File: config.mk
export PLATFORM = sky130hd
export DESIGN_NAME = ata_pio_command_sequencer_top
export DESIGN_NICKNAME = d
export VERILOG_FILES = /design/src/sv/apcs_pkg.sv /design/src/sv/apcs_core.sv /design/src/sv/apcs_burst.sv /design/src/sv/ata_pio_command_sequencer_top.sv
export SDC_FILE = /design/constraint.sdc
export NUM_CORES = 1
export LEC_CHECK = 0
export BUFFER_PORTS_ARGS = -buffer_cell sky130_fd_sc_hd__buf_2
export CORE_AREA = 2 2 232 234
export DETAILED_ROUTE_END_ITERATION = 12
export DIE_AREA = 0 0 234 236
export PLACE_DENSITY = 0.48
export SLEW_MARGIN = 15
export SYNTH_ARGS = -nofsm -noshare
export SYNTH_HDL_FRONTEND = slang
export SYNTH_SLANG_ARGS = --single-unit
File: constraint.sdc
create_clock -name clk -period 6.7 [get_ports clk]
set_clock_uncertainty 0.2 [all_clocks]
set_input_delay 0.67 -clock clk [delete_from_list [all_inputs] [get_ports clk]]
set_output_delay 0.67 -clock clk [all_outputs]
set_load 0.01 [all_outputs]
File: src/sv/apcs_pkg.sv
// Shared types and constants for the ATA PIO command sequencer.
// Used by apcs_core, apcs_burst and the top level; depends on nothing.
`default_nettype none

package apcs_pkg;

    // Input item kinds, carried on the slave tuser.
    localparam logic [1:0] MODE_START = 2'd0;
    localparam logic [1:0] MODE_REPLY = 2'd1;
    localparam logic [1:0] MODE_HOST_WORD = 2'd2;

    // Bus operation codes of a result.
    localparam logic [2:0] OP_NONE = 3'd0;
    localparam logic [2:0] OP_REG_WR = 3'd1;
    localparam logic [2:0] OP_STATUS_RD = 3'd2;
    localparam logic [2:0] OP_DATA_RD = 3'd3;
    localparam logic [2:0] OP_DATA_WR = 3'd4;

    // Task file register offsets from the channel base.
    localparam logic [2:0] TF_DATA = 3'd0;
    localparam logic [2:0] TF_SECCOUNT = 3'd2;
    localparam logic [2:0] TF_LBA_LO = 3'd3;
    localparam logic [2:0] TF_LBA_MID = 3'd4;
    localparam logic [2:0] TF_LBA_HI = 3'd5;
    localparam logic [2:0] TF_DRVHEAD = 3'd6;
    localparam logic [2:0] TF_CMD_STATUS = 3'd7;

    // Device commands and the fixed drive/head bits.
    localparam logic [7:0] ATA_CMD_READ = 8'h20;
    localparam logic [7:0] ATA_CMD_WRITE = 8'h30;
    localparam logic [7:0] ATA_CMD_FLUSH = 8'hE7;
    localparam logic [7:0] DRVHEAD_BASE = 8'hE0;

    // Status bits.
    localparam int ST_BSY_BIT = 7;
    localparam int ST_DRQ_BIT = 3;
    localparam int ST_ERR_BIT = 0;

    // Configuration register indexes.
    localparam logic CFG_POLL_LIMIT = 1'b0;
    localparam logic CFG_DRIVE_MASK = 1'b1;

    localparam logic [31:0] POLL_LIMIT_RESET = 32'd50000000;
    localparam logic [8:0] WORDS_PER_SECTOR = 9'd256;
    localparam int MAX_RESULTS = 8;
    localparam int LEN_W = $clog2(MAX_RESULTS + 1);
    localparam int SLOT_W = $clog2(MAX_RESULTS);

    typedef struct packed {
        logic [1:0]  mode;
        logic        is_write;
        logic [1:0]  drive;
        logic [27:0] lba;
        logic [7:0]  num_sectors;
        logic [15:0] data_word;
    } item_t;

    typedef struct packed {
        logic        last;
        logic        failed;
        logic        done_res;
        logic        host_data_valid;
        logic [15:0] host_data;
        logic [15:0] bus_data;
        logic [2:0]  bus_register;
        logic        bus_channel;
        logic [2:0]  bus_op;
    } result_t;

    typedef struct packed {
        logic             load;
        logic [LEN_W-1:0] len;
    } burst_ctl_t;

endpackage

`default_nettype wire

File: src/sv/apcs_core.sv
// Sequencer state and result builder: one item per cycle turns into a burst
// while the burst buffer is free. Depends on apcs_pkg.
`default_nettype none

module apcs_core
    import apcs_pkg::*;
(
    input  wire logic        clk,
    input  wire logic        rst_n,
    input  wire logic        item_valid,
    input  wire item_t       item,
    input  wire logic        burst_free,
    input  wire logic [31:0] poll_limit,
    input  wire logic [3:0]  drive_present_mask,
    output logic             item_take,
    output burst_ctl_t       burst_ctl,
    output result_t          burst_list [MAX_RESULTS]
);

    typedef enum logic [2:0] {
        PH_IDLE,
        PH_PRE_BSY,
        PH_SECT_BSY,
        PH_SECT_DRQ,
        PH_RD_DATA,
        PH_WR_DATA,
        PH_FLUSH
    } phase_t;

    phase_t      phase_reg, phase_next;
    logic [31:0] poll_cnt_reg, poll_cnt_next;
    logic [7:0]  sectors_left_reg, sectors_left_next;
    logic [8:0]  word_idx_reg, word_idx_next;
    logic        cmd_write_reg, cmd_write_next;
    logic [1:0]  cmd_drive_reg, cmd_drive_next;
    logic [27:0] cmd_lba_reg, cmd_lba_next;
    logic [7:0]  cmd_count_reg, cmd_count_next;

    result_t          list [MAX_RESULTS];
    logic [LEN_W-1:0] len;
    logic [SLOT_W-1:0] last_idx;
    logic [31:0]      lim;
    logic             poll_ok;
    logic [7:0]       status;
    logic [7:0]       sl_dec;
    logic [8:0]       wi_inc;
    result_t          poll_res;
    result_t          flush_res;

    function automatic result_t mk_res(input logic [2:0] op, input logic chan,
                                       input logic [2:0] rg, input logic [15:0] data);
        result_t r;
        r = '0;
        r.bus_op = op;
        if (op != OP_NONE)
        begin
            r.bus_channel = chan;
            r.bus_register = rg;
        end
        if (op == OP_REG_WR || op == OP_DATA_WR)
        begin
            r.bus_data = data;
        end
        return r;
    endfunction

    function automatic result_t mk_done(input logic fail);
        result_t r;
        r = '0;
        r.done_res = 1'b1;
        r.failed = fail;
        return r;
    endfunction

    assign item_take = item_valid && burst_free;
    assign lim = (poll_limit == 32'd0) ? 32'd1 : poll_limit;
    assign poll_ok = poll_cnt_reg < lim;
    assign status = item.data_word[7:0];
    assign sl_dec = sectors_left_reg - 8'd1;
    assign wi_inc = word_idx_reg + 9'd1;
    assign poll_res = mk_res(OP_STATUS_RD, cmd_drive_reg[1], TF_CMD_STATUS, 16'h0000);
    assign flush_res = mk_res(OP_REG_WR, cmd_drive_reg[1], TF_CMD_STATUS,
                              {8'h00, ATA_CMD_FLUSH});

    // Next state and the list of results for the item at hand.
    always_comb
    begin
        phase_next = phase_reg;
        poll_cnt_next = poll_cnt_reg;
        sectors_left_next = sectors_left_reg;
        word_idx_next = word_idx_reg;
        cmd_write_next = cmd_write_reg;
        cmd_drive_next = cmd_drive_reg;
        cmd_lba_next = cmd_lba_reg;
        cmd_count_next = cmd_count_reg;
        for (int i = 0; i < MAX_RESULTS; i++)
        begin
            list[i] = '0;
        end
        len = '0;

        if (item.mode == MODE_START && phase_reg == PH_IDLE)
        begin
            if (!drive_present_mask[item.drive])
            begin
                list[0] = mk_done(1'b1);
                len = LEN_W'(1);
            end
            else
            begin
                cmd_write_next = item.is_write;
                cmd_drive_next = item.drive;
                cmd_lba_next = item.lba;
                cmd_count_next = item.num_sectors;
                sectors_left_next = item.num_sectors;
                word_idx_next = '0;
                list[0] = mk_res(OP_STATUS_RD, item.drive[1], TF_CMD_STATUS, 16'h0000);
                poll_cnt_next = 32'd1;
                phase_next = PH_PRE_BSY;
                len = LEN_W'(1);
            end
        end
        else if (item.mode == MODE_REPLY && phase_reg == PH_PRE_BSY)
        begin
            if (!status[ST_BSY_BIT])
            begin
                // Task file setup, then the first sector wait, the flush or the end.
                list[0] = mk_res(OP_REG_WR, cmd_drive_reg[1], TF_DRVHEAD,
                                 {8'h00, DRVHEAD_BASE | {3'b000, cmd_drive_reg[0],
                                                         cmd_lba_reg[27:24]}});
                list[1] = mk_res(OP_REG_WR, cmd_drive_reg[1], TF_SECCOUNT,
                                 {8'h00, cmd_count_reg});
                list[2] = mk_res(OP_REG_WR, cmd_drive_reg[1], TF_LBA_LO,
                                 {8'h00, cmd_lba_reg[7:0]});
                list[3] = mk_res(OP_REG_WR, cmd_drive_reg[1], TF_LBA_MID,
                                 {8'h00, cmd_lba_reg[15:8]});
                list[4] = mk_res(OP_REG_WR, cmd_drive_reg[1], TF_LBA_HI,
                                 {8'h00, cmd_lba_reg[23:16]});
                list[5] = mk_res(OP_REG_WR, cmd_drive_reg[1], TF_CMD_STATUS,
                                 {8'h00, cmd_write_reg ? ATA_CMD_WRITE : ATA_CMD_READ});
                if (sectors_left_reg != 8'd0)
                begin
                    list[6] = poll_res;
                    poll_cnt_next = 32'd1;
                    phase_next = PH_SECT_BSY;
                    len = LEN_W'(7);
                end
                else if (cmd_write_reg)
                begin
                    list[6] = flush_res;
                    list[7] = poll_res;
                    poll_cnt_next = 32'd1;
                    phase_next = PH_FLUSH;
                    len = LEN_W'(8);
                end
                else
                begin
                    list[6] = mk_done(1'b0);
                    phase_next = PH_IDLE;
                    len = LEN_W'(7);
                end
            end
            else if (poll_ok)
            begin
                list[0] = poll_res;
                poll_cnt_next = poll_cnt_reg + 32'd1;
                len = LEN_W'(1);
            end
            else
            begin
                list[0] = mk_done(1'b1);
                phase_next = PH_IDLE;
                len = LEN_W'(1);
            end
        end
        else if (item.mode == MODE_REPLY && phase_reg == PH_SECT_BSY)
        begin
            len = LEN_W'(1);
            if (!status[ST_BSY_BIT])
            begin
                list[0] = poll_res;
                poll_cnt_next = 32'd1;
                phase_next = PH_SECT_DRQ;
            end
            else if (poll_ok)
            begin
                list[0] = poll_res;
                poll_cnt_next = poll_cnt_reg + 32'd1;
            end
            else
            begin
                list[0] = mk_done(1'b1);
                phase_next = PH_IDLE;
            end
        end
        else if (item.mode == MODE_REPLY && phase_reg == PH_SECT_DRQ)
        begin
            // Error is checked ahead of DRQ, whatever BSY shows.
            if (status[ST_ERR_BIT])
            begin
                list[0] = mk_done(1'b1);
                phase_next = PH_IDLE;
                len = LEN_W'(1);
            end
            else if (status[ST_DRQ_BIT])
            begin
                word_idx_next = '0;
                if (cmd_write_reg)
                begin
                    phase_next = PH_WR_DATA;
                end
                else
                begin
                    phase_next = PH_RD_DATA;
                    list[0] = mk_res(OP_DATA_RD, cmd_drive_reg[1], TF_DATA, 16'h0000);
                    len = LEN_W'(1);
                end
            end
            else if (poll_ok)
            begin
                list[0] = poll_res;
                poll_cnt_next = poll_cnt_reg + 32'd1;
                len = LEN_W'(1);
            end
            else
            begin
                list[0] = mk_done(1'b1);
                phase_next = PH_IDLE;
                len = LEN_W'(1);
            end
        end
        else if (item.mode == MODE_REPLY && phase_reg == PH_RD_DATA)
        begin
            word_idx_next = wi_inc;
            len = LEN_W'(1);
            if (wi_inc < WORDS_PER_SECTOR)
            begin
                list[0] = mk_res(OP_DATA_RD, cmd_drive_reg[1], TF_DATA, 16'h0000);
            end
            else
            begin
                // End of sector on a read: next sector wait or done.
                word_idx_next = '0;
                sectors_left_next = sl_dec;
                if (sl_dec != 8'd0)
                begin
                    list[0] = poll_res;
                    poll_cnt_next = 32'd1;
                    phase_next = PH_SECT_BSY;
                end
                else
                begin
                    list[0] = mk_done(1'b0);
                    phase_next = PH_IDLE;
                end
            end
            list[0].host_data = item.data_word;
            list[0].host_data_valid = 1'b1;
        end
        else if (item.mode == MODE_HOST_WORD && phase_reg == PH_WR_DATA)
        begin
            list[0] = mk_res(OP_DATA_WR, cmd_drive_reg[1], TF_DATA, item.data_word);
            word_idx_next = wi_inc;
            len = LEN_W'(1);
            if (wi_inc >= WORDS_PER_SECTOR)
            begin
                // End of sector on a write: next sector wait or the flush.
                word_idx_next = '0;
                sectors_left_next = sl_dec;
                poll_cnt_next = 32'd1;
                if (sl_dec != 8'd0)
                begin
                    list[1] = poll_res;
                    phase_next = PH_SECT_BSY;
                    len = LEN_W'(2);
                end
                else
                begin
                    list[1] = flush_res;
                    list[2] = poll_res;
                    phase_next = PH_FLUSH;
                    len = LEN_W'(3);
                end
            end
        end
        else if (item.mode == MODE_REPLY && phase_reg == PH_FLUSH)
        begin
            len = LEN_W'(1);
            if (status[ST_BSY_BIT] && poll_ok)
            begin
                list[0] = poll_res;
                poll_cnt_next = poll_cnt_reg + 32'd1;
            end
            else
            begin
                list[0] = mk_done(1'b0);
                phase_next = PH_IDLE;
            end
        end

        last_idx = SLOT_W'(len - LEN_W'(1));
        if (len != '0)
        begin
            list[last_idx].last = 1'b1;
        end
    end

    assign burst_ctl.load = item_take && (len != '0);
    assign burst_ctl.len = len;
    assign burst_list = list;

    // Sequencer state, updated once for each item taken.
    always_ff @(posedge clk or negedge rst_n)
    begin
        if (!rst_n)
        begin
            phase_reg <= PH_IDLE;
            poll_cnt_reg <= '0;
            sectors_left_reg <= '0;
            word_idx_reg <= '0;
            cmd_write_reg <= 1'b0;
            cmd_drive_reg <= '0;
            cmd_lba_reg <= '0;
            cmd_count_reg <= '0;
        end
        else if (item_take)
        begin
            phase_reg <= phase_next;
            poll_cnt_reg <= poll_cnt_next;
            sectors_left_reg <= sectors_left_next;
            word_idx_reg <= word_idx_next;
            cmd_write_reg <= cmd_write_next;
            cmd_drive_reg <= cmd_drive_next;
            cmd_lba_reg <= cmd_lba_next;
            cmd_count_reg <= cmd_count_next;
        end
    end

endmodule

`default_nettype wire

File: src/sv/apcs_burst.sv
// Result burst buffer: holds up to eight results and shifts one beat out per take.
// Depends on apcs_pkg.
`default_nettype none

module apcs_burst
    import apcs_pkg::*;
(
    input  wire logic    clk,
    input  wire logic    rst_n,
    input  wire burst_ctl_t burst_ctl,
    input  wire result_t burst_list [MAX_RESULTS],
    output logic         burst_free,
    output logic         out_valid,
    input  wire logic    out_ready,
    output result_t      out_res
);

    result_t          slot_reg [MAX_RESULTS];
    logic [LEN_W-1:0] len_reg;
    logic             take;

    assign out_valid = (len_reg != '0);
    assign take = out_valid && out_ready;
    assign burst_free = (len_reg == '0) || (len_reg == LEN_W'(1) && out_ready);
    assign out_res = slot_reg[0];

    // Fill count.
    always_ff @(posedge clk or negedge rst_n)
    begin
        if (!rst_n)
        begin
            len_reg <= '0;
        end
        else if (burst_ctl.load)
        begin
            len_reg <= burst_ctl.len;
        end
        else if (take)
        begin
            len_reg <= len_reg - LEN_W'(1);
        end
    end

    // Result slots: load a whole burst, or shift toward slot zero on each beat.
    always_ff @(posedge clk)
    begin
        if (burst_ctl.load)
        begin
            slot_reg <= burst_list;
        end
        else if (take)
        begin
            for (int i = 0; i < MAX_RESULTS - 1; i++)
            begin
                slot_reg[i] <= slot_reg[i + 1];
            end
        end
    end

endmodule

`default_nettype wire

File: src/sv/ata_pio_command_sequencer_top.sv
// Top level of the ATA PIO LBA28 command sequencer: input register, config registers.
// Depends on apcs_pkg, apcs_core and apcs_burst.
//
//  Channel  Direction  Handshake          Payload
//  s_*      in         s_tvalid/s_tready  s_tuser mode, s_tdata command or word
//  m_*      out        m_tvalid/m_tready  m_tdata result, m_tlast end of burst
//  cfg_*    in         cfg_we             cfg_index, cfg_data
//
// An item is registered at the input and handled once the burst buffer is free,
// which loads all of its results (zero to eight) into the burst buffer; the beats
// are offered from the registered slots of that buffer. The output gives one beat
// per cycle while m_tready is high. A new item is handled in the cycle the last
// beat of the previous burst is taken. Reset clears the sequencer to idle,
// poll_limit to 50000000 and the drive mask to zero.
`default_nettype none

module ata_pio_command_sequencer_top
    import apcs_pkg::*;
(
    input  wire logic        clk,
    input  wire logic        rst_n,
    input  wire logic        s_tvalid,
    output logic             s_tready,
    // s_tdata: is_write[0], drive[2:1], lba[30:3], num_sectors[38:31],
    //          data_word[54:39], zero[55]
    input  wire logic [55:0] s_tdata,
    // s_tuser: mode[1:0]
    input  wire logic [1:0]  s_tuser,
    output logic             m_tvalid,
    input  wire logic        m_tready,
    // m_tdata: bus_op[2:0], bus_channel[3], bus_register[6:4], bus_data[22:7],
    //          host_data[38:23], host_data_valid[39], done_res[40], failed[41],
    //          zero[47:42]
    output logic [47:0]      m_tdata,
    output logic             m_tlast,
    input  wire logic        cfg_we,
    input  wire logic        cfg_index,
    input  wire logic [31:0] cfg_data
);

    logic        in_valid_reg;
    item_t       item_reg;
    logic [31:0] poll_limit_reg;
    logic [3:0]  drive_mask_reg;
    logic        item_take;
    logic        burst_free;
    burst_ctl_t  burst_ctl;
    result_t     burst_list [MAX_RESULTS];
    result_t     out_res;

    assign s_tready = !in_valid_reg || item_take;

    // Input register.
    always_ff @(posedge clk or negedge rst_n)
    begin
        if (!rst_n)
        begin
            in_valid_reg <= 1'b0;
        end
        else if (s_tvalid && s_tready)
        begin
            in_valid_reg <= 1'b1;
        end
        else if (item_take)
        begin
            in_valid_reg <= 1'b0;
        end
    end

    always_ff @(posedge clk)
    begin
        if (s_tvalid && s_tready)
        begin
            item_reg.mode <= s_tuser;
            item_reg.is_write <= s_tdata[0];
            item_reg.drive <= s_tdata[2:1];
            item_reg.lba <= s_tdata[30:3];
            item_reg.num_sectors <= s_tdata[38:31];
            item_reg.data_word <= s_tdata[54:39];
        end
    end

    // Configuration registers.
    always_ff @(posedge clk or negedge rst_n)
    begin
        if (!rst_n)
        begin
            poll_limit_reg <= POLL_LIMIT_RESET;
            drive_mask_reg <= '0;
        end
        else if (cfg_we)
        begin
            unique case (cfg_index)
                CFG_POLL_LIMIT: poll_limit_reg <= cfg_data;
                CFG_DRIVE_MASK: drive_mask_reg <= cfg_data[3:0];
                default:        ;
            endcase
        end
    end

    apcs_core u_core (
        .clk                (clk),
        .rst_n              (rst_n),
        .item_valid         (in_valid_reg),
        .item               (item_reg),
        .burst_free         (burst_free),
        .poll_limit         (poll_limit_reg),
        .drive_present_mask (drive_mask_reg),
        .item_take          (item_take),
        .burst_ctl          (burst_ctl),
        .burst_list         (burst_list)
    );

    apcs_burst u_burst (
        .clk        (clk),
        .rst_n      (rst_n),
        .burst_ctl  (burst_ctl),
        .burst_list (burst_list),
        .burst_free (burst_free),
        .out_valid  (m_tvalid),
        .out_ready  (m_tready),
        .out_res    (out_res)
    );

    // Output beat packing.
    assign m_tdata = {6'b000000, out_res.failed, out_res.done_res,
                      out_res.host_data_valid, out_res.host_data, out_res.bus_data,
                      out_res.bus_register, out_res.bus_channel, out_res.bus_op};
    assign m_tlast = out_res.last;

endmodule

`default_nettype wire

# Word-level counts from Yosys, hierarchy flattened
# Cells that the tools add are included.
# word_totals
register_bits	533
latch_bits	0
mem_bits_rw	0
romBits	0
input_bits	96
elab_cells	285
mem_count	0
# op_classes
addsub	5
multipliers	0
div	0
n_lt_le_gt_ge	6
eq_ne	23
shift	0
muxes	120
n_bitwise	2
n_reduce_logical	39
# op_table
cell	count
$mux W301	3
$mux W32	20
$mux W43	11
$mux W86	5
$bwmux W344	1
$mux W344	1
$mux W273	1
$mux W215	1
$mux W41	5
$demux W43 S3	1
$mux W129	1
$mux W42	3
$mux W9	11
$mux W8	9
$mux W3	19
$mux W4	14
$add A32 B1 Y32 const B	1
$logic_not A32 Y1	1
$lt A32 B32 Y1	1
$reduce_bool A8 Y1	2
$mux W15	1
$logic_and A1 B1 Y1	14
$mux W7	2
$reduce_bool A7 Y1	2
other kinds (43)	65

# Longest topological paths before layout
# Gate-level depths: netlist (run 1).
# logic_depth
depth_word	19
mapped_depth	16
depth_no_buf	14

# Cells and area by module
# From an unflattened synthesis (run 1), not the netlist that was laid out.
# unflattened
cells_unflattened	1962
area_unflattened_um2	26501.7
# by_module_without_submodules
mod	n_inst	cells_each	area_each_um2
apcs_burst	1	754	14507.7
apcs_core	1	1062	8667.1
ata_pio_command_sequencer_top	1	146	3326.9

# Least setup slack after synthesis (run 1)
# OpenSTA, ideal clock, no wires.
# synth_path
kind	register to register
start	reg u_core.sectors_left_reg[2]
end	reg u_burst.slot_reg, in the netlist u_burst.out_res[0], enable pin
setup_ns	1.073
t_arrival_ns	4.878
t_required_ns	5.427
slack_ns	0.548
path_stages_with_launch	14
path_buffers	4
cell_sequence	dfrtp_1 -> buf_6 -> or3_1 -> buf_2 -> o31a_1 -> o2111ai_2 -> a21oi_1 -> o21ai_0 -> a31o_2 -> ha_1 -> a21o_1 -> clkbuf_1 -> clkbuf_1 -> nand2_1
# synth_between
elab_chain_len	13
# synth_rtl
element	line_no	rtl
from (decl)	apcs_core.sv:32	logic [7:0] sectors_left_reg, sectors_left_next;
from (signal assigned)	apcs_core.sv:330	sectors_left_reg <= sectors_left_next;
$sub A8 B1 Y8	apcs_core.sv:79	assign sl_dec = sectors_left_reg - 8'd1;
$reduce_bool A8 Y1	apcs_core.sv:271	if (sl_dec != 8'd0)
$mux W1	apcs_core.sv:271	
$mux W4	apcs_core.sv:265	if (wi_inc >= WORDS_PER_SECTOR)
$mux W4	apcs_core.sv:260	else if (item.mode == MODE_HOST_WORD && phase_reg == PH_WR_DATA)
$mux W4	apcs_core.sv:232	else if (item.mode == MODE_REPLY && phase_reg == PH_RD_DATA)
$mux W4	apcs_core.sv:196	else if (item.mode == MODE_REPLY && phase_reg == PH_SECT_DRQ)
$mux W4	apcs_core.sv:176	else if (item.mode == MODE_REPLY && phase_reg == PH_SECT_BSY)
$mux W4 *	apcs_core.sv:123	else if (item.mode == MODE_REPLY && phase_reg == PH_PRE_BSY)
$mux W4 *	apcs_core.sv:102	if (item.mode == MODE_START && phase_reg == PH_IDLE)
$reduce_bool A4 Y1 *	apcs_core.sv:308	assign burst_ctl.load = item_take && (len != '0);
$logic_and A1 B1 Y1 *	apcs_core.sv:308	
$reduce_bool A2 Y1 (no line) *	-	
to (signal assigned)	apcs_burst.sv:49	slot_reg <= burst_list;
to (signal, indexed assignment)	apcs_burst.sv:55	slot_reg[i] <= slot_reg[i + 1];
to (decl)	apcs_burst.sv:18	result_t slot_reg [MAX_RESULTS];
# Mark *: on every way between the ends. The rest lies on a longest branch, timed or not.
# A chain may end at the register's enable or synchronous reset.

==> summary.md, run 1 <==
| Metric | Value |
|---|---|
| Outcome | `finished, final reports clean` |
| Crit end category | `register` |
| Most frequent cell after synthesis | `nand2_1` |
| Largest area contributor in the netlist | `edfxtp_1` |
| Sum Neg Setup Slack | `0 ns` |
| FF-to-FF setup slack | `1.58 ns` |
| FMAX | `0.1951 GHz` |
| Pwr per Cell Area | `358.2 mW/mm^2` |
| Area share of the largest cell type after synthesis | `~34%` |
| Fraction of layout instances using a drive strength above 1 | `around a fifth` |
| Initial core utilization | `between 20 and 30%` |
| WHS | `around 0.09 ns` |
| Crit path required time | `6.78 ns` |
| Via count | `11580` |
| Clock buffer depth | `3` |
| First-pass GRT wire length | `65020 um` |
| Gr ovfl total | `0` |
| GRT Util Overall | `between 10% and 20%` |
| Number of synthesized flops with an enable pin | `180` |
| Routed vias/inst | `5.069` |
| Power Total | `6.465 mW` |
| CP Launch Type | `register` |
| Post-layout nets | `1696` |
| Netlist Area Pre-Place | `0.01569 mm^2` |
| # clock sinks | `approximately 310` |
| FILL cells | `5387` |
| Non-Filler Instances | `roughly 2300` |
| Drt initial violations | `roughly 800` |
| Placement Setup Slack | `1.440 ns` |
| WL/cell | `18.12 um` |
| Min-delay src | `s_tdata[44]` |
| R2R Path Start | `u_core.phase_reg[2]` |
| Largest register FFs | `80` |
| # H-tree levels | `2` |
| Avg Cell Area, Syn | `about 11 um^2` |
| FF+latch count, synth | `approximately 310` |
| Number of global-route vias before repair | `11410` |
| CTS root buf | `clkbuf_16` |
| Top-Level Pins | `around 150` |
| # rows | `between 80 and 90` |
| Top_reg_cell synth | `edfxtp_1` |
| Die H | `236 um` |
| Async SR Flop Fraction | `42.31%` |
| Slew margin rel. | `between 30% and 40%` |
| Cell count after placement | `~2200` |
| Top cells by count, synth | `nand2_1, edfxtp_1, o21ai_0, dfrtp_1, nor2_1` |
| Critical path arrival | `5.20 ns` |
| Hold Vio Cnt, Final | `0` |
| Worst hold stages | `1` |
| Count of different cell masters after synthesis | `85` |
| Max Cap Violations | `0` |
| Fin crit share | `76.49%` |
| Final setup violation count | `0` |
| Synth warn | `0` |
| Leakage | `about 7.3 nW` |
| 1st-pass router iterations | `5` |
| CTS tree | `built` |
| Fin util | `34.01%` |
| Antenna diodes | `0` |
| Type of the most critical hold path | `input pin to register` |
| Worst R2R Path Depth | `12` |
| Routability cong. | `0.8283` |
| Synth Instances | `1485` |
| Die ar. | `~0.055 mm^2` |
| DP HPWL | `27980 um` |
| CTS buffer count | `39` |
| Layout area overhead | `15.06%` |
| Antenna Nets Post-Route | `0` |
| Setup ws final | `1.575 ns` |
| R2R Path End | `u_burst.slot_reg[267]` |
| CP Max Fanout | `49` |
| Final wirelength | `41400 um` |
| Largest net degree at the start of global routing | `75` |
| Min cycle time layout | `just over 5 ns` |
| RSZ-0062 raised after global routing | `false` |
| Port Buffers | `around 140` |
| Hold EP | `item_reg[5]` |
| Die Span X | `234 um` |
| Remaining DRCs | `0` |
| DP Area | `approximately 0.017 mm^2` |
| Worst-Skew Late Latency | `0.56 ns` |
| Max IR drop VDD | `0.0001958 V` |
| Register area share after synthesis | `~56%` |
| Core area | `about 0.053 mm^2` |
| Initial antenna violation count | `1` |
| WS Path Type | `register to register` |
| Final Cell Area | `between 0.015 and 0.02 mm^2` |
| Clock transition at path regs | `~0.06 ns` |
| Slew Limit Fails | `0` |
| Area contributors post-synth | `edfxtp_1, dfrtp_1, nand2_1, o21ai_0, mux2_2` |
| Slew @ Worst Pin | `1.003 ns` |
[worst max-delay path by stage]
| stage | from | to | cells past startpoint |
|---|---|---|---|
| after floorplan | u_core.sectors_left_reg[2] | u_burst.out_res[0] | 13 |
| after global placement | u_core.phase_reg[2] | u_burst.out_res[31] | 10 |
| after detailed placement | u_core.phase_reg[2] | u_burst.out_res[25] | 10 |
| after CTS | u_core.phase_reg[2] | u_burst.out_res[27] | 10 |
| after global routing | u_core.phase_reg[2] | u_burst.slot_reg[267] | 12 |
| final | u_core.phase_reg[2] | u_burst.slot_reg[267] | 12 |
[kinds of logic after synthesis]
group | Yosys count | share of synthesized area (%)
simple gates | 520 | 16.02
compound gates | 363 | 14.83
flops | 312 | 55.61
buf+inv | 185 | 5.926
mux | 49 | 3.565
fa+ha+maj | 40 | 3.190
xor+xnor | 15 | 0.8375
other cells | 1 | 0.02390
[power breakdown]
group	total, mW	switching (mW)	internal [mW]
registers	2.90	0.320	2.58
clock network	2.07	0.828	1.25
logic	1.49	0.927	0.567
total	6.46	2.08	4.39
[cell usage in the layout (no fill, tap or decap), types with 7 or more instances in the layout]
cell type and n:
mux2_2 45, nor2_1 79, nand4_1 16, dfrtp_1 120, clkbuf_1 8, and2_1 37, nand3_1 63, and3_1 17
or3_1 7, o211ai_1 10, or2_2 7, o31ai_1 11, nand2b_1 11, ha_1 40, o21ai_0 128, a221oi_1 7
buf_2 138, nor4_1 16, a31oi_1 21, a211oi_1 9, clkbuf_16 39, clkbuf_8 8, nand2_1 197, xor2_1 9
a21o_1 10, dfstp_2 12, nor3_1 27, a21oi_1 77, edfxtp_1 180, buf_4 18, inv_1 53
[area by class of cell]
class | count | area [um^2] | share of cell area (%)
repair buffers | 160 | 887.1 | 4.915
flip-flops and latches | 312 | 8723 | 48.33
inverters | 54 | 202.7 | 1.123
well taps | 696 | 870.8 | 4.825
clock buffers | 55 | 1116 | 6.183
multi-input cells | 993 | 6097 | 33.78
clock inverters | 15 | 152.6 | 0.8457
[per-layer routing]
layer  up-vias  track usage [%]  share of wire [%]
met5         -                0                  0
met4         0            4.967                2.5
met3        72            2.382                5.2
met2       342            22.90                 45
met1      5629            21.49                 47
li1       5539                -                  -
[worst max-delay path, stage by stage (launching register included)]
cell and delay [ns]:
dfrtp_1 0.59, or3b_2 0.59, or2_2 0.46, nor2_2 0.47, nand3_1 0.26, inv_1 0.16
a31o_2 0.25, ha_1 0.23, a21o_2 0.54, inv_1 0.08, buf_4 0.32, nand3_1 0.49
o21ai_0 0.18
[repair_timing]
| item | in CTS | in global routing |
|---|---|---|
| setup endpoints to repair | 0 | 0 |
| hold buffers | 1 | 0 |
| hold endpoints to repair | 22 | 0 |
| resized for setup | 0 | 0 |
| setup buffers | 0 | 0 |
Power figures use the tool's default switching activity.
==> run 2: changes to the inputs <==
PLACE_DENSITY = 0.49   (was 0.48)
clock period = 4.35 ns   (was 6.7 ns; I/O delays follow)
==> summary.md, run 2 (synthesized netlist as in run 1, its figures left out) <==
| Metric | Value |
|---|---|
| Worst-Skew Late Latency | `0.57 ns (about the same)` |
| Layout area overhead | `22.24%` |
| Max IR drop VDD | `0.0002940 V (+50%)` |
| Switching share of power | `32.75% (+0.64 points)` |
| Leakage | `7.827 nW (+6.8%)` |
| Comb power frac | `25.0% (+1.9 points)` |
| CP Max Fanout | `97 (+98%)` |
| RSZ-0062 raised after global routing | `false` |
| 1st-pass router iterations | `5 (unchanged)` |
| Clock transition at path regs | `0.06 ns (about the same)` |
| Gr ovfl total | `0 (unchanged)` |
| Routed vias/inst | `4.995 (-1.5%)` |
| Postcts setup bufs | `0 (unchanged)` |
| Core area | `0.05307 mm^2 (unchanged)` |
| Antenna Nets Post-Route | `0 (unchanged)` |
| Slew Limit Fails | `0 (unchanged)` |
| Remaining DRCs | `0 (unchanged)` |
| # clock sinks | `312 (unchanged)` |
| Internal | `6.763 mW (+54%)` |
| Sum Neg Setup Slack | `0 ns (unchanged)` |
| CTS tree | `built` |
| Pwr per Cell Area | `524.4 mW/mm^2 (+46%)` |
| Top-Level Pins | `147 (unchanged)` |
| FMAX | `0.2481 GHz (+27%)` |
| Largest register FFs | `80 (unchanged)` |
| Crit path required time | `4.40 ns (-2.38 ns)` |
| Most common cell after layout, fill and taps aside | `nand2_1` |
| Drt initial violations | `799 (-0.62%)` |
| Hold Vio Cnt, Final | `0 (unchanged)` |
| Antenna diodes | `0 (unchanged)` |
| Via count | `12010 (+3.7%)` |
| GRT Util Overall | `15.34% (+0.36 points)` |
| Initial antenna violation count | `0 (-1)` |
| First-pass GRT wire length | `66700 um (+2.6%)` |
| Die Span X | `234 um (unchanged)` |
| Type of the most critical hold path | `input pin to register` |
| CTS buffer count | `39 (unchanged)` |
| Post-layout nets | `1813 (+6.9%)` |
| DP HPWL | `28730 um (+2.7%)` |
| # H-tree levels | `2 (unchanged)` |
| Seq pwr share | `43.8% (-1.0 points)` |
| CP Launch Type | `register` |
| Fin util | `36.13% (+2.1 points)` |
| Slew @ Worst Pin | `1.051 ns (+0.04790 ns)` |
| Routability cong. | `0.8392 (+1.3%)` |
| Outcome | `finished, final reports clean` |
| Fin crit share | `92.66% (+16 points)` |
| Die ar. | `0.05522 mm^2 (unchanged)` |
| WL/cell | `17.52 um (-3.3%)` |
| Port Buffers | `139 (unchanged)` |
| Crit end category | `register` |
| WHS | `0.06474 ns (-0.02271 ns)` |
| Initial core utilization | `29.56% (unchanged)` |
| NetSw | `3.293 mW (+59%)` |
| Largest net degree at the start of global routing | `98 (+31%)` |
| Slew margin rel. | `29.05% (-3.2 points)` |
| Fraction of layout instances using a drive strength above 1 | `20.08% (+0.13 points)` |
| CTS root buf | `clkbuf_16` |
| Power share of the clock group | `31.2% (-0.9 points)` |
| Final setup violation count | `0 (unchanged)` |
| # rows | `85 (unchanged)` |
| Critical path arrival | `4.08 ns (-1.12 ns)` |
| Die H | `236 um (unchanged)` |
| Min cycle time layout | `4.031 ns (-1.094 ns)` |
| Clock buffer depth | `3 (unchanged)` |
| Max Cap Violations | `0 (unchanged)` |
| Final wirelength | `42120 um (+1.7%)` |
| Number of global-route vias before repair | `11920 (+4.5%)` |
| Commonest cells after routing, fill and taps aside | `nand2_1, edfxtp_1, buf_2` |
| WS Path Type | `register to register` |
[run 2: path summary, 6_finish.rpt]
check                      cells after the start  slack, ns                     end                  startpoint
max reg2reg                                   13       0.32   u_burst.slot_reg[182]  u_core.sectors_left_reg[1]
min in group asynchronous                      2       0.29      poll_limit_reg[16]                       rst_n
max in group asynchronous                      3       2.69  u_core.cmd_lba_reg[19]                       rst_n
min reg2reg                                    1       0.28  u_core.cmd_lba_reg[10]                item_reg[34]
min                                            3       0.06       poll_limit_reg[2]                   cfg_index
max                                           13       0.32   u_burst.slot_reg[182]  u_core.sectors_left_reg[1]
[run 2: layout make-up]
type	instances	area [um^2]
Tap cell	696	870.8
Multi-Input combinational cell	993	6091
Clock inverter	17	156.4
Clock buffer	55	1097
Sequential cell	312	8723
Timing Repair Buffer	277	2031
Inverter	54	206.4
Fill cell	5287	33890
[run 2: layer usage]
metal / up-vias / routed length [um] / global-route usage [%]
met5: - / 0 / 0
li1: 5781 / - / -
met2: 300 / 19050 / 23.61
met1: 5854 / 19620 / 21.44
met3: 72 / 2292 / 2.877
met4: 0 / 1165 / 5.485
[run 2: critical path: stages (launching register included)]
cell	delay, ns
dfrtp_1	0.40
inv_1	0.12
ha_1	0.15
or3b_2	0.43
nor4_1	0.35
o2111ai_2	0.24
a21oi_1	0.18
o21ai_0	0.08
a31o_2	0.24
ha_1	0.23
a21o_2	0.23
buf_12	0.24
nand2_4	0.30
buf_12	0.28
[run 2: metrics by stage]
| step | power (mW) | area (um^2) | setup WS (ns) | instances |
|---|---|---|---|---|
| after global routing | 10.67 | 19180 | 0.04086 | 2404 |
| after global placement | 6.859 | 16980 | 0.2779 | 2239 |
| after CTS | 10.19 | 19150 | 0.1645 | 2403 |
| final | 10.06 | 19180 | 0.3193 | 2404 |
| after floorplan | 6.084 | 15710 | 0.05057 | 1490 |
| after detailed placement | 6.910 | 16980 | 0.2327 | 2239 |
[run 2: power groups by stage]
stage                     sequential (mW)  combinational [mW]  clock, mW
after floorplan                      4.23                1.85          0
after global placement               4.44                2.42          0
after detailed placement             4.45                2.46          0
after CTS                            4.40                2.54       3.25
after global routing                 4.47                2.83       3.37
final                                4.40                2.52       3.14
[run 2: what timing repair did]
item                                   4_1_cts  5_1_grt
resized for setup                            0        1
hold buffers                                92        0
setup endpoints to repair                    0        4
endpoints found under the hold margin      156        0
==> run 3: changes to the inputs <==
BUFFER_PORTS_ARGS = -buffer_cell sky130_fd_sc_hd__buf_4   (was -buffer_cell sky130_fd_sc_hd__buf_2)
==> summary.md, run 3 (synthesized netlist as in run 1, its figures left out) <==
| Metric | Value |
|---|---|
| Outcome | `finished, final reports clean` |
| R2R Path Start | `u_core.sectors_left_reg[1]` |
| RSZ-0062 raised after global routing | `false` |
| Die H | `236 um (unchanged)` |
| Slowest-stage cell, CP | `or3b_2` |
| Critical path arrival | `4.14 ns (+0.06 ns)` |
| Number of global-route vias before repair | `12030 (+0.97%)` |
| CP delay by family, top | `compound AO/OA/AOI/OAI gates` |
| Crit end category | `register` |
| Layout area overhead | `24.45%` |
| DP Area | `0.01735 mm^2 (+2.2%)` |
| Non-Filler Instances | `2401 (-0.12%)` |
| # rows | `85 (unchanged)` |
| Type of the most critical hold path | `input pin to register` |
| Initial antenna violation count | `0 (unchanged)` |
| FF-to-FF setup slack | `0.40 ns (+0.08 ns)` |
| Post-layout nets | `1812 (-0.055%)` |
| Clock transition at path regs | `0.06 ns (about the same)` |
| Commonest cells after routing, fill and taps aside | `nand2_1, edfxtp_1, buf_4` |
| DP HPWL | `28790 um (+0.21%)` |
| Port Buffers | `139 (unchanged)` |
| Die ar. | `0.05522 mm^2 (unchanged)` |
| Topmost layer with routed signal wires | `met4` |
| CP Launch Type | `register` |
| Fin crit share | `90.75% (-1.9 points)` |
| Met3 WL | `1878 um (-18%)` |
| Antenna diodes | `0 (unchanged)` |
| Cell count after placement | `2239 (unchanged)` |
| CP Max Fanout | `16 (-84%)` |
| Gr ovfl total | `0 (unchanged)` |
| Initial core utilization | `29.56% (unchanged)` |
| WHS | `0.04626 ns (-0.01848 ns)` |
| Slew @ Worst Pin | `0.8556 ns (-0.1949 ns)` |
| Remaining DRCs | `0 (unchanged)` |
| 1st-pass router iterations | `5 (unchanged)` |
| CP cell instances | `inv_1 > ha_1 > or3b_2 > nor4_2 > o2111ai_2 > a21oi_1 > o21ai_0 > a31o_2 > ha_1 > a21o_2 > inv_1 > buf_4 > nand2_1 > o21ai_0` |
| Worst-Skew Late Latency | `0.56 ns (about the same)` |
| Via count | `12070 (+0.56%)` |
| R2R Path End | `u_burst.slot_reg[175]` |
| Largest register FFs | `80 (unchanged)` |
| Buffers plus inverters on the worst setup path | `3 (unchanged)` |
| GRT Util Overall | `15.55% (+0.22 points)` |
| Fraction of layout instances using a drive strength above 1 | `19.94% (-0.14 points)` |
| Fin util | `36.79% (+0.65 points)` |
| Worst hold stages | `4 (+1)` |
| Routed vias/inst | `5.029 (+0.68%)` |
| Max Cap Violations | `0 (unchanged)` |
| CTS root buf | `clkbuf_16` |
| Final setup violation count | `0 (unchanged)` |
| M1 wire length | `19840 um (+1.1%)` |
| Sum Neg Setup Slack | `0 ns (unchanged)` |
| Most common cell after layout, fill and taps aside | `nand2_1` |
| Min cycle time layout | `3.948 ns (-0.08293 ns)` |
| Slew margin rel. | `42.96% (+14 points)` |
| Pwr per Cell Area | `519.0 mW/mm^2 (-1.0%)` |
| WL met2 | `20040 um (+5.2%)` |
| Slew Limit Fails | `0 (unchanged)` |
| Final wirelength | `42620 um (+1.2%)` |
| Max IR drop VDD | `0.0003231 V (+9.9%)` |
| Clock buffer depth | `3 (unchanged)` |
| Core area | `0.05307 mm^2 (unchanged)` |
| Largest net degree at the start of global routing | `73 (-26%)` |
| WS Path Type | `register to register` |
| Hold EP | `poll_limit_reg[8]` |
| Top-Level Pins | `147 (unchanged)` |
| Routability cong. | `0.8419 (+0.32%)` |
| Worst R2R Path Depth | `14 (+1)` |
| Leakage | `7.955 nW (+1.6%)` |
| Min-delay src | `cfg_index` |
| WL/cell | `17.75 um (+1.3%)` |
| First-pass GRT wire length | `67700 um (+1.5%)` |
| Crit path required time | `4.54 ns (+0.14 ns)` |
| CTS buffer count | `38 (-2.6%)` |
| Drt initial violations | `653 (-18%)` |
| FILL cells | `5231 (-1.1%)` |
| Final Cell Area | `0.01952 mm^2 (+1.8%)` |
| # H-tree levels | `2 (unchanged)` |
| Hold Vio Cnt, Final | `0 (unchanged)` |
| FMAX | `0.2533 GHz (+2.1%)` |
| Antenna Nets Post-Route | `0 (unchanged)` |
| # clock sinks | `312 (unchanged)` |
| Die Span X | `234 um (unchanged)` |
| Critical Path Max Stage Delay | `0.45 ns (+0.02 ns)` |
| CTS tree | `built` |
==> run 3: cell types whose count changed in the layout (fill, tap and decap cells not counted), sizes merged <==
| cell | change |
|---|---|
| clkinvlp | -2 |
| bufinv | +3 |
| clkbuf | -4 |
==> run 3: worst max-delay path by stage <==
stage,end,slack [ns],startpoint,depth (start not counted)
6_report,u_burst.slot_reg[175],0.40,u_core.sectors_left_reg[1],14
5_1_grt,u_burst.slot_reg[44],0.02,u_core.sectors_left_reg[1],14
4_1_cts,u_burst.slot_reg[221],0.28,u_core.sectors_left_reg[1],15
3_5_place_dp,u_burst.slot_reg[132],0.29,u_core.sectors_left_reg[1],14
3_3_place_gp,u_burst.slot_reg[175],0.37,u_core.sectors_left_reg[1],14
2_1_floorplan,u_burst.out_res[0],0.05,u_core.sectors_left_reg[1],13
==> run 3: timing repair <==
action,in CTS,in global routing
buffers inserted,0,0
hold buffers,92,0
hold endpoints to repair,154,0
endpoints found under the setup margin,0,10
resized for setup,0,2
==> run 3: cell type report <==
cell class / instances / area (um^2) / share of cell area (%)
multi-input combinational: 993 / 6097 / 31.23
timing repair buffer: 277 / 2401 / 12.30
sequential: 312 / 8723 / 44.68
tap: 696 / 870.8 / 4.461
clock buffer: 51 / 1040 / 5.326
clock inverter: 18 / 187.7 / 0.9614
inverter: 54 / 202.7 / 1.038
==> run 3: stage by stage <==
stage               setup WS, ns  power (mW)
finish                    0.4022       10.13
global placement          0.3706       6.938
CTS                       0.2756       10.25
floorplan                0.05057       6.084
global route             0.02199       10.73
detailed placement        0.2940       6.994
==> run 3: metal layers <==
layer / GRT usage, % / vias up
met2: 25.10 / 323
li1: - / 5783
met3: 2.333 / 58
met4: 4.488 / 0
met1: 21.55 / 5910
met5: 0 / -
==> run 3: worst register-to-register path: cells and delay by family, from the launching register on <==
family | cells | cell delay (ns)
AOI/OAI and AO/OA | 6 | 1.20
and+or+nand+nor | 3 | 1.00
buffers and inverters | 3 | 0.61
DFF | 1 | 0.40
adders and majority gates | 2 | 0.40
==> run 3: power by group <==
part           internal [mW]  leakage (nW)  switching, mW  total [mW]
combinational           1.08          3.94           1.53        2.61
clock                   1.86         0.605           1.26        3.12
sequential              3.97          3.41          0.434        4.40
